$ cat src/fcpm_pkg.sv
// Shared types and constants for the flash copy-on-write page map.
package fcpm_pkg;

  // Slot entry as stored in the map memory
  typedef struct packed {
    logic [7:0]  owner;
    logic [15:0] life;
  } slot_ent_t;

  localparam logic [7:0]  FREE_OWNER = 8'hff;
  localparam logic [15:0] LIFE_RESET = 16'hffff;
  localparam slot_ent_t   SLOT_RESET = '{owner: FREE_OWNER, life: LIFE_RESET};
  localparam logic [31:0] GEN_RESET  = 32'hffff_ffff;

  // Command codes
  localparam logic CMD_LOOKUP = 1'b0;
  localparam logic CMD_WRITE  = 1'b1;

  // Status codes
  localparam logic [1:0] ST_OK       = 2'd0;
  localparam logic [1:0] ST_NO_SPACE = 2'd1;
  localparam logic [1:0] ST_BAD_PAGE = 2'd2;

  // Register map
  localparam int          CFG_AW         = 3;
  localparam logic [0:0]  REG_COUNTER_MODE = 1'b0;
  localparam logic        COUNTER_MODE_RESET = 1'b1;

  // Result of one pass over all slots
  typedef struct packed {
    logic        hit;
    logic [7:0]  hit_slot;
    logic [15:0] hit_life;
    logic        found;
    logic [7:0]  best_slot;
    logic [15:0] best_life;
  } scan_res_t;

  // Controller states
  typedef enum logic [2:0] {
    S_IDLE,
    S_SCAN,
    S_WR_NEW,
    S_WR_CUR,
    S_DONE
  } state_t;

  // Next generation value after one committed change
  function automatic logic [31:0] gen_step(input logic [31:0] gen, input logic mode,
                                           input logic page_zero);
    logic [31:0] g;
    g = gen;
    if (mode && !page_zero) begin
      g = (gen | 32'h0000_00ff) - 32'd256;
    end else begin
      g = gen - 32'd1;
    end
    return g;
  endfunction

  // Change counter as reported: inverted generation, shifted in mode 1
  function automatic logic [15:0] change_value(input logic [31:0] gen, input logic mode);
    logic [15:0] v;
    v = mode ? ~gen[23:8] : ~gen[15:0];
    return v;
  endfunction

endpackage

$ cat src/fcpm_slot_mem.sv
// Slot map memory: owner and life per slot, one read and one write port.
module fcpm_slot_mem #(
  parameter int SLOTS = 64,
  parameter int IW    = 6
) (
  input  logic                clk,
  input  logic                rst_n,
  input  logic [IW-1:0]       rd_addr,
  output fcpm_pkg::slot_ent_t rd_data,
  input  logic                wr_en,
  input  logic [IW-1:0]       wr_addr,
  input  fcpm_pkg::slot_ent_t wr_data
);
  import fcpm_pkg::*;

  slot_ent_t        mem_r [SLOTS];
  slot_ent_t        rd_q_r;
  logic [SLOTS-1:0] vld_r;
  logic             rd_vld_r;

  // Storage array, registered read
  always_ff @(posedge clk) begin
    if (wr_en) begin
      mem_r[wr_addr] <= wr_data;
    end
    rd_q_r <= mem_r[rd_addr];
  end

  // Written-entry flags; an entry never written reads as erased and free
  always_ff @(posedge clk) begin
    if (!rst_n) begin
      vld_r    <= '0;
      rd_vld_r <= 1'b0;
    end else begin
      if (wr_en) begin
        vld_r[wr_addr] <= 1'b1;
      end
      rd_vld_r <= vld_r[rd_addr];
    end
  end

  assign rd_data = rd_vld_r ? rd_q_r : SLOT_RESET;

endmodule

$ cat src/fcpm_scan.sv
// Slot scanner: one read per cycle, finds the page's slot and the best free slot.
module fcpm_scan #(
  parameter int SLOTS = 64,
  parameter int IW    = 6
) (
  input  logic                 clk,
  input  logic                 rst_n,
  input  logic                 start,
  input  logic [7:0]           page,
  output logic [IW-1:0]        rd_addr,
  input  fcpm_pkg::slot_ent_t  rd_data,
  output logic                 done,
  output fcpm_pkg::scan_res_t  res
);
  import fcpm_pkg::*;

  localparam logic [IW-1:0] LAST = IW'(SLOTS - 1);

  logic [IW-1:0] cnt_r;
  logic [IW-1:0] tag_r;
  logic          act_r;
  logic          pend_r;
  logic          done_r;
  logic [7:0]    page_r;
  scan_res_t     res_r;

  assign rd_addr = cnt_r;

  // Read issue and data-return tracking
  always_ff @(posedge clk) begin
    if (!rst_n) begin
      act_r  <= 1'b0;
      pend_r <= 1'b0;
      done_r <= 1'b0;
      cnt_r  <= '0;
    end else begin
      done_r <= pend_r && !act_r;
      pend_r <= act_r;
      if (start) begin
        act_r <= 1'b1;
        cnt_r <= '0;
      end else if (act_r) begin
        if (cnt_r == LAST) begin
          act_r <= 1'b0;
        end else begin
          cnt_r <= cnt_r + 1'b1;
        end
      end
    end
  end

  always_ff @(posedge clk) begin
    if (act_r) begin
      tag_r <= cnt_r;
    end
  end

  // Accumulate first match and largest nonzero free life (first on ties)
  always_ff @(posedge clk) begin
    if (start) begin
      page_r <= page;
      res_r  <= '0;
    end else if (pend_r) begin
      if (!res_r.hit && rd_data.owner == page_r) begin
        res_r.hit      <= 1'b1;
        res_r.hit_slot <= 8'(tag_r);
        res_r.hit_life <= rd_data.life;
      end
      if (rd_data.owner == FREE_OWNER && rd_data.life > res_r.best_life) begin
        res_r.found     <= 1'b1;
        res_r.best_slot <= 8'(tag_r);
        res_r.best_life <= rd_data.life;
      end
    end
  end

  assign done = done_r;
  assign res  = res_r;

endmodule

$ cat src/flash_cow_page_map_core.sv
// Flash copy-on-write page map with wear leveling: top level.
// Each item is either a lookup or a write commit for one logical page. A valid-page
// lookup or a commit that changes contents scans the whole map: the slot memory has
// one read port and every item walks all SLOTS entries once, one entry per cycle, to
// find the page's slot and the free slot with the largest nonzero life; the write-back
// states S_WR_NEW and S_WR_CUR follow. An invalid page or an unchanged commit skips both.
// One item is in flight at a time; the result sits in an output register
// so the next item is taken while it waits. The map needs no clearing pass after
// reset: entries never written read as free with full life.
module flash_cow_page_map_core #(
  parameter int SLOTS = 64
) (
  input  logic                        clk,
  input  logic                        rst_n,
  // input channel
  input  logic                        in_valid,
  output logic                        in_ready,
  input  logic                        in_cmd,
  input  logic [7:0]                  in_logical_page,
  input  logic                        in_unchanged,
  input  logic                        in_in_place_ok,
  input  logic                        in_new_blank,
  // result channel
  output logic                        out_valid,
  input  logic                        out_ready,
  output logic [7:0]                  out_phys_slot,
  output logic                        out_slot_valid,
  output logic [7:0]                  out_erase_slot,
  output logic                        out_erase_valid,
  output logic [1:0]                  out_status,
  output logic [15:0]                 out_change_counter,
  // configuration port
  input  logic                        cfg_psel,
  input  logic                        cfg_penable,
  input  logic                        cfg_pwrite,
  input  logic [fcpm_pkg::CFG_AW-1:0] cfg_paddr,
  input  logic [31:0]                 cfg_pwdata,
  output logic [31:0]                 cfg_prdata,
  output logic                        cfg_pready
);
  import fcpm_pkg::*;

  localparam int IW = (SLOTS > 1) ? $clog2(SLOTS) : 1;

  state_t      state_r, state_nxt;
  logic        mode_r;
  logic [31:0] gen_r;

  logic        cmd_r;
  logic [7:0]  page_r;
  logic        in_place_r;
  logic        blank_r;

  logic [7:0]  res_phys_r;
  logic        res_pv_r;
  logic [7:0]  res_erase_r;
  logic        res_ev_r;
  logic [1:0]  res_status_r;
  logic        wr_new_r;
  logic        wr_cur_r;

  logic        out_valid_r;
  logic [7:0]  out_phys_r;
  logic        out_pv_r;
  logic [7:0]  out_erase_r;
  logic        out_ev_r;
  logic [1:0]  out_status_r;
  logic [15:0] out_cc_r;

  logic        accept;
  logic        page_ok;
  logic        need_scan;
  logic        scan_done;
  logic        out_load;
  scan_res_t   sres;
  logic [IW-1:0] rd_addr;
  slot_ent_t   rd_data;
  logic        mem_we;
  logic [IW-1:0] mem_waddr;
  slot_ent_t   mem_wdata;
  logic        cfg_wr;
  logic        gen_step_en;

  // Configuration register
  assign cfg_pready = 1'b1;
  assign cfg_wr     = cfg_psel && cfg_penable && cfg_pwrite && cfg_pready;

  always_ff @(posedge clk) begin
    if (!rst_n) begin
      mode_r <= COUNTER_MODE_RESET;
    end else if (cfg_wr && cfg_paddr[CFG_AW-1:2] == REG_COUNTER_MODE) begin
      mode_r <= cfg_pwdata[0];
    end
  end

  assign cfg_prdata = (cfg_paddr[CFG_AW-1:2] == REG_COUNTER_MODE) ? {31'd0, mode_r} : 32'd0;

  // Input transfer decode
  assign in_ready  = (state_r == S_IDLE);
  assign accept    = in_valid && in_ready;
  assign page_ok   = in_logical_page < 8'(SLOTS);
  assign need_scan = page_ok && (in_cmd == CMD_LOOKUP || !in_unchanged);

  fcpm_slot_mem #(.SLOTS(SLOTS), .IW(IW)) u_mem (
    .clk     (clk),
    .rst_n   (rst_n),
    .rd_addr (rd_addr),
    .rd_data (rd_data),
    .wr_en   (mem_we),
    .wr_addr (mem_waddr),
    .wr_data (mem_wdata)
  );

  fcpm_scan #(.SLOTS(SLOTS), .IW(IW)) u_scan (
    .clk     (clk),
    .rst_n   (rst_n),
    .start   (accept && need_scan),
    .page    (in_logical_page),
    .rd_addr (rd_addr),
    .rd_data (rd_data),
    .done    (scan_done),
    .res     (sres)
  );

  // Write-back: new owner first, then free and wear the old slot
  always_comb begin
    mem_we    = 1'b0;
    mem_waddr = sres.best_slot[IW-1:0];
    mem_wdata = '{owner: page_r, life: sres.best_life};
    case (state_r)
      S_WR_NEW: begin
        mem_we = wr_new_r;
      end
      S_WR_CUR: begin
        mem_we    = wr_cur_r;
        mem_waddr = sres.hit_slot[IW-1:0];
        mem_wdata = '{owner: FREE_OWNER, life: sres.hit_life - 16'd1};
      end
      default: begin
        mem_we = 1'b0;
      end
    endcase
  end

  // Controller next state
  always_comb begin
    state_nxt = state_r;
    out_load  = 1'b0;
    case (state_r)
      S_IDLE: begin
        if (accept) begin
          state_nxt = need_scan ? S_SCAN : S_DONE;
        end
      end
      S_SCAN: begin
        if (scan_done) begin
          state_nxt = S_WR_NEW;
        end
      end
      S_WR_NEW: begin
        state_nxt = S_WR_CUR;
      end
      S_WR_CUR: begin
        state_nxt = S_DONE;
      end
      S_DONE: begin
        if (!out_valid_r || out_ready) begin
          out_load  = 1'b1;
          state_nxt = S_IDLE;
        end
      end
      default: begin
        state_nxt = S_IDLE;
      end
    endcase
  end

  always_ff @(posedge clk) begin
    if (!rst_n) begin
      state_r <= S_IDLE;
    end else begin
      state_r <= state_nxt;
    end
  end

  // Commit decision once the scan is complete
  assign gen_step_en = (state_r == S_SCAN) && scan_done && (cmd_r == CMD_WRITE) &&
                       ((in_place_r && sres.hit) || blank_r || sres.found);

  always_ff @(posedge clk) begin
    if (!rst_n) begin
      gen_r <= GEN_RESET;
    end else if (gen_step_en) begin
      gen_r <= gen_step(gen_r, mode_r, page_r == 8'd0);
    end
  end

  always_ff @(posedge clk) begin
    if (!rst_n) begin
      wr_new_r <= 1'b0;
      wr_cur_r <= 1'b0;
    end else if (accept) begin
      wr_new_r <= 1'b0;
      wr_cur_r <= 1'b0;
    end else if (state_r == S_SCAN && scan_done && cmd_r == CMD_WRITE &&
                 !(in_place_r && sres.hit) && (blank_r || sres.found)) begin
      wr_new_r <= !blank_r;
      wr_cur_r <= sres.hit;
    end
  end

  // Item latch and result fields
  always_ff @(posedge clk) begin
    if (accept) begin
      cmd_r        <= in_cmd;
      page_r       <= in_logical_page;
      in_place_r   <= in_in_place_ok;
      blank_r      <= in_new_blank;
      res_phys_r   <= 8'd0;
      res_pv_r     <= 1'b0;
      res_erase_r  <= 8'd0;
      res_ev_r     <= 1'b0;
      res_status_r <= page_ok ? ST_OK : ST_BAD_PAGE;
    end else if (state_r == S_SCAN && scan_done) begin
      if (cmd_r == CMD_LOOKUP || (in_place_r && sres.hit)) begin
        res_phys_r <= sres.hit ? sres.hit_slot : 8'd0;
        res_pv_r   <= sres.hit;
      end else if (!blank_r && !sres.found) begin
        res_status_r <= ST_NO_SPACE;
      end else begin
        res_phys_r  <= blank_r ? 8'd0 : sres.best_slot;
        res_pv_r    <= !blank_r;
        res_erase_r <= sres.hit ? sres.hit_slot : 8'd0;
        res_ev_r    <= sres.hit;
      end
    end
  end

  // Output register
  always_ff @(posedge clk) begin
    if (!rst_n) begin
      out_valid_r <= 1'b0;
    end else if (out_load) begin
      out_valid_r <= 1'b1;
    end else if (out_ready) begin
      out_valid_r <= 1'b0;
    end
  end

  always_ff @(posedge clk) begin
    if (out_load) begin
      out_phys_r   <= res_phys_r;
      out_pv_r     <= res_pv_r;
      out_erase_r  <= res_erase_r;
      out_ev_r     <= res_ev_r;
      out_status_r <= res_status_r;
      out_cc_r     <= change_value(gen_r, mode_r);
    end
  end

  assign out_valid          = out_valid_r;
  assign out_phys_slot      = out_phys_r;
  assign out_slot_valid     = out_pv_r;
  assign out_erase_slot     = out_erase_r;
  assign out_erase_valid    = out_ev_r;
  assign out_status         = out_status_r;
  assign out_change_counter = out_cc_r;

  // Checks
  a_scan_done_in_scan: assert property (@(posedge clk) disable iff (!rst_n)
    scan_done |-> state_r == S_SCAN)
    else $error("scan finished outside the scan state");

  a_write_only_in_wb: assert property (@(posedge clk) disable iff (!rst_n)
    mem_we |-> (state_r == S_WR_NEW || state_r == S_WR_CUR))
    else $error("map write outside write-back");

  a_out_from_done: assert property (@(posedge clk) disable iff (!rst_n)
    $rose(out_valid_r) |-> $past(state_r) == S_DONE)
    else $error("result presented without completing an item");

  a_move_distinct: assert property (@(posedge clk) disable iff (!rst_n)
    (out_valid_r && out_pv_r && out_ev_r) |-> out_phys_r != out_erase_r)
    else $error("new slot equals erased slot");

  a_fail_no_slots: assert property (@(posedge clk) disable iff (!rst_n)
    (out_valid_r && out_status_r != ST_OK) |-> (!out_pv_r && !out_ev_r))
    else $error("failed item reports a slot");

endmodule

$ cat config.mk
export PLATFORM = sky130hd
export DESIGN_NAME = flash_cow_page_map_core
export DESIGN_NICKNAME = d
export VERILOG_FILES = /design/src/fcpm_pkg.sv /design/src/fcpm_slot_mem.sv /design/src/fcpm_scan.sv /design/src/flash_cow_page_map_core.sv
export SDC_FILE = /design/constraint.sdc
export NUM_CORES = 2
export LEC_CHECK = 0
export ABC_AREA = 1
export BUFFER_PORTS_ARGS = -buffer_cell sky130_fd_sc_hd__buf_2
export CORE_MARGIN = 1.5
export CORE_UTILIZATION = 40
export CTS_BUF_LIST = sky130_fd_sc_hd__clkbuf_16
export CTS_CLUSTER_DIAMETER = 60
export DETAILED_ROUTE_END_ITERATION = 8
export SLEW_MARGIN = 20
export SYNTH_ARGS = -nofsm -noshare
export SYNTH_HDL_FRONTEND = slang
export SYNTH_SLANG_ARGS = --single-unit
$ cat constraint.sdc
create_clock -name clk -period 5.45 [get_ports clk]
set_input_delay 0.545 -clock clk [delete_from_list [all_inputs] [get_ports clk]]
set_output_delay 0.545 -clock clk [all_outputs]
set_load 0.05 [all_outputs]
Word-level counts from Yosys, hierarchy flattened
Memory sizes are Yosys's and may differ from the RTL's. A register that Yosys moved wholly into a read port is not among the register bits.
Cells that the tools add are included.

cells by class
  add/subtract/negate cells = 4
  $mul = 0
  div/mod/pow operators = 0
  $lt $le $gt $ge = 5
  equal/unequal tests = 12
  shifts and indexed selects = 0
  mux-type cells = 36
  bitwise operators = 10
  reductions and logical operators = 46

operator list
  cell                   number
  $or 64x64->64          1
  $mux 24                2
  $mux 32                1
  $not 16->16            2
  $sub 32x1->32 const B  1
  $sub 32x9->32 const B  1
  $logic_and 1x1->1      18
  $mux 6                 3
  $gt 16x16->1           1
  $mux 16                1
  $mux 8                 2
  $sub 16x1->16 const B  1
  $pmux 3 s5             1
  $lt 6x7->1 const B     2
  $mux 1                 14
  $mux 3                 4
  $mux 2                 5
  $reduce_and 3->1       3
  $eq 8x8->1             1
  $eq 8x8->1 const B     1
  $logic_not 1->1        8
  $logic_not 8->1        1
  $lt 8x7->1 const B     1
  $reduce_and 2->1       4
  other kinds (16)       34

storage, ports and cells
  bits in registers = 240
  bits in latches = 0
  bits in writable memories = 1536
  memory bits (read-only) = 0
  output and inout bits = 71
  memories kept = 1

memory list
  name         words  bits a word  rd ports  clocked after Yosys merged registers in  write ports  line                 text
  u_mem.mem_r  64     24           1         1                                        1            fcpm_slot_mem.sv:16  slot_ent_t mem_r [SLOTS];

Longest topological paths before layout
  word-level depth = 7
  mapped depth = 17
  depth with buffers taken out = 13

Hierarchy
From an unflattened synthesis, not the netlist that was laid out.

second synthesis, totals
  cell total of the unflattened synthesis = 6611
  area, all modules = 73291.5 sq um

by module, submodules not included
  module                   instances  cells an instance  area an instance (sq um)  seq. area each (sq um)
  fcpm_slot_mem            1          5545               64938.5                   47905.9
  flash_cow_page_map_core  1          648                5098.6                    2452.4
  fcpm_scan                1          418                3254.4                    1521.5

Worst setup path after synthesis
OpenSTA, ideal clock, no wires.

  kind = reg2reg
  start = reg u_scan.res_r (netlist bit u_scan.res[25])
  end = mem u_mem.mem_r[0][6] (netlist bit), data pin
  data arrival time = 3.486 ns
  setup slack = 1.262 ns
  cell stages (with the launch flop) = 7
  buffers on the path = 0
  cell sequence = dfxtp_1 -> inv_1 -> ha_1 -> inv_1 -> nor2_1 -> xnor2_1 -> o21ai_0

RTL lines
  what                line                 text
  start: declaration  fcpm_scan.sv:25      scan_res_t res_r;
  end: declaration    fcpm_slot_mem.sv:16

Worst setup path in the final report
  start = reg state_r[1]
  end = mem u_mem.mem_r[19][16] (netlist bit) (enable)

between the ends
  longest elaborated chain between the ends = 4
  elaborated cells on any way between the ends = 6

RTL lines
  what                          line                            text
  start: declaration            flash_cow_page_map_core.sv:45   state_t state_r, state_nxt;
  start signal: assignment      flash_cow_page_map_core.sv:182  state_r <= state_nxt;
  $eq 3x2->1                    flash_cow_page_map_core.sv:130  case (state_r)
  $pmux 1 s2                    flash_cow_page_map_core.sv:130
  $mux 1                        fcpm_slot_mem.sv:23             if (wr_en) begin
  $mux 1 (implied by the code)  fcpm_slot_mem.sv:24             mem_r[wr_addr] <= wr_data;

Parallel ways exist; a longest one is shown, timed or not.

==> metrics <==
I/O Buffers 55; TritonCTS clock tree built; starting density of the core 0.403; MaxCap Viol Count 0; status complete, no violations; io pins 125; DIE AREA 184,000 um2; synth top area cells edfxtp_1, nor2_1, o21ai_0, dfxtp_1, nand2_1; # resized after CTS 0; flop2flop setup slack 1.44 ns; slew margin rel. 0.308; Hold Crit Depth 3; nets@finish 6,413; RSZ-0062 raised after global routing no; period utilization 0.735; Yosys top cell area share 0.658; skew final 0.0362 ns; Setup CP Type flop to flop; Tmin final 4.01 ns; cell count after synthesis 6,344; WL per Instance 22.0 um; Clock transition at path regs 0.06 ns; wire length on met1 84,500 um; vias per inst 5.38; H-tree Lvls 4; R2R cell count 9; sequential share of the synthesized area 0.710; routed wire length 195,000 um; hold_sp cfg_paddr[2]; Clock Tree Buf Depth 3; pwr dens 388 nW/um2; Slew @ Worst Pin 1.04 ns; EDFF count, synth 1,595; DR iter-0 viols 5,219; area growth from synthesis to layout 11.8%; CP Data Required Time 5.96 ns; routed wl met3 15,900 um; post-synthesis cell type count 47; core box area 181,000 um2; Via Count 47,613; initial antenna violation count 6; synthesized cell area 72,800 um2; CP Launch Type flop; largest net degree at the start of global routing 172; Yosys reg bits 1,784; CTS Buf Count 177; DR WL met2 87,100 um; r2r endpoint u_mem.mem_r[19][16]$_DFFE_PP_; Hold Worst Slack 0.0585 ns; hold crit path type primary input to flop; post-synth top area cell edfxtp_1; CP max-delay cell inv_1; latest clock arrival within the worst-skew pair 0.83 ns; setup_tns 0 ns; final setup fails 0; first-pass GRT wire length 288,000 um; vias in the first global route 44,716; layout cells sized above 1 0.0819; Sink Count 1,784; CTS root buf clkbuf_16; Detail Placement HPWL 108,000 um; leakage 0.0288 uW; Die W 430 um; Syn. warnings 0; Top Layer Used met4; start point of the critical path state_r[1]$_SDFFE_PN0P_; worst vdd ir 334 uV; Synth Flop Type edfxtp_1; CP max stage delay 0.71 ns; Crit path arrival time 4.52 ns; Crit. End Element flop; DRC 0; Rows 156; Routed Antenna Nets 0; GP Congestion 0.840; Hold Vio Cnt, Final 0; drt first pass iters 5; most used cell, CP inv_2; GRT Total Usage 0.207; crit path capture u_mem.mem_r[19][16]$_DFFE_PP_; Achievable Freq 0.249 GHz; Die Height 430 um; Post-synth ARST share 0; CP Cell Sequence nand3_4 > inv_2 > or2_1 > o21ai_4 > inv_2 > nor2_2 > nand2_1 > inv_1 > buf_4; total gr overflow 0; Final Max Tran Viols 0; Crit Path Max Fanout 29; Syn Area/Cell 11.5 um2; FF-to-FF Start state_r[1]$_SDFFE_PN0P_
[report_power, final]
| group | total (uW) | internal, uW | switching [uW] |
|---|---|---|---|
| clock network | 12000 | 6790 | 5200 |
| logic | 3410 | 669 | 2740 |
| registers | 16100 | 16000 | 106 |
[per-layer routing]
metal  GRT usage  vias to the layer above
met1       0.294                    23389
met2       0.316                     1756
met5           0                        -
met3      0.0351                      300
li1            -                    22168
met4      0.0806                        0
[registers in the layout (all words and copies together) (netlist names), 2 cells and up]
name,cells
res_status_r,2
u_scan.rd_addr,6
u_mem.rd_q_r,24
out_status,2
res_phys_r,6
res_erase_r,6
u_scan.res,46
page_r,8
u_mem.mem_r,1536
u_scan.tag_r,6
out_phys_slot,6
out_erase_slot,6
u_scan.page_r,8
gen_r,24
out_change_counter,16
u_mem.vld_r,64
state_r,3
[timing repair]
action	CTS	global route
buffers inserted	0	0
hold endpoints to repair	12	0
hold buffers	8	0
endpoints found under the setup margin	0	0
[cells in the final DEF (no fill, tap or decap), types with 5 or more instances in the layout]
master            n
nor3_1            6
nand3_1         347
o21ai_4          11
o21ai_0         794
xor2_1            6
or2_2            11
dfxtp_1         185
dlygate4sd3_1     8
buf_4           104
nand2_1         828
o21ai_1          74
ha_1             20
clkinvlp_4        8
inv_2            17
buf_16            5
nor2_1         1184
o22ai_1          64
xnor2_1           6
nor2_2           10
edfxtp_1       1595
bufinv_16        13
clkinv_1         38
a21oi_1         162
clkinv_2         38
nand4_1          13
buf_2            55
nand3b_1         12
buf_12           21
inv_1           346
conb_1           36
nor3_4            6
o211ai_1        198
inv_4             5
a31oi_1          16
nor2_4            7
clkbuf_16       186
[worst max-delay path: cells and delay by family (launching register included)]
| kind | cells | cell delay (ns) |
|---|---|---|
| AND/OR/NAND/NOR | 4 | 1.40 |
| buffers and inverters | 4 | 1.67 |
| AO/OA/AOI/OAI | 1 | 0.18 |
| flip-flops | 1 | 0.40 |
[through the flow]
stage,power [uW],std cells,util,setup WS [ns],instance area [um2]
2_1_floorplan,18300,6378,-,1.26,72900
4_1_cts,31600,8852,0.449,1.48,81200
5_1_grt,32500,8856,0.450,1.28,81300
3_5_place_dp,19800,8518,0.417,1.53,75400
3_3_place_gp,19600,8515,0.417,1.54,75300
6_report,31500,8858,0.450,1.44,81300
[layout make-up]
cell class | count | area (um2)
Clock buffer | 186 | 4650
Sequential cell | 1784 | 51700
Multi-Input combinational cell | 3844 | 18000
Clock inverter | 140 | 1060
Inverter | 339 | 1300
Timing Repair Buffer | 193 | 1690
Tap cell | 2370 | 2970
Antenna cell | 2 | 5.00
Fill cell | 16352 | 99400
[synthesized netlist by cell type (3+ instances only)]
master / n
ha_1: 20
nor3_1: 6
inv_1: 321
edfxtp_1: 1595
o22ai_1: 64
clkbuf_1: 183
o21ai_1: 74
nor4_1: 4
nor2_4: 6
o211ai_1: 198
inv_2: 15
buf_4: 68
nand4_1: 13
nor2_2: 10
o31ai_1: 3
nor2_1: 1185
nand3_1: 347
o21ai_0: 804
nand2_1: 829
or2_2: 12
or2_1: 4
a31oi_1: 20
nand3b_1: 12
a21oi_1: 162
buf_2: 89
dfxtp_1: 189
buf_6: 36
buf_1: 34
xnor2_1: 6
nor3_4: 6
xor2_1: 6
a211oi_1: 3
[worst min path at each step]
stage | to | slack [ns]
floorplan | out_status[0]$_DFFE_PP_ | 0.40
global placement | out_status[0]$_DFFE_PP_ | 0.40
detailed placement | out_status[1]$_DFFE_PP_ | 0.41
CTS | mode_r$_SDFFE_PN1P_ | 0.003
global route | u_scan.page_r[3]$_DFFE_PP_ | 0.02
finish | mode_r$_SDFFE_PN1P_ | 0.06
[cell families (layout without fill, tap and decap cells)]
logic type,Yosys count,in the layout,share of synthesized area
other,2,38,0.000103
xor gates and xnor gates,12,12,0.00144
DFF,1784,1784,0.710
AOI/OAI and AO/OA,1339,1339,0.101
buffers and inverters,750,858,0.0476
and+or+nand+nor,2437,2437,0.136
adders and majority gates,20,20,0.00344
Note: power is estimated with default switching activity, not from simulation.
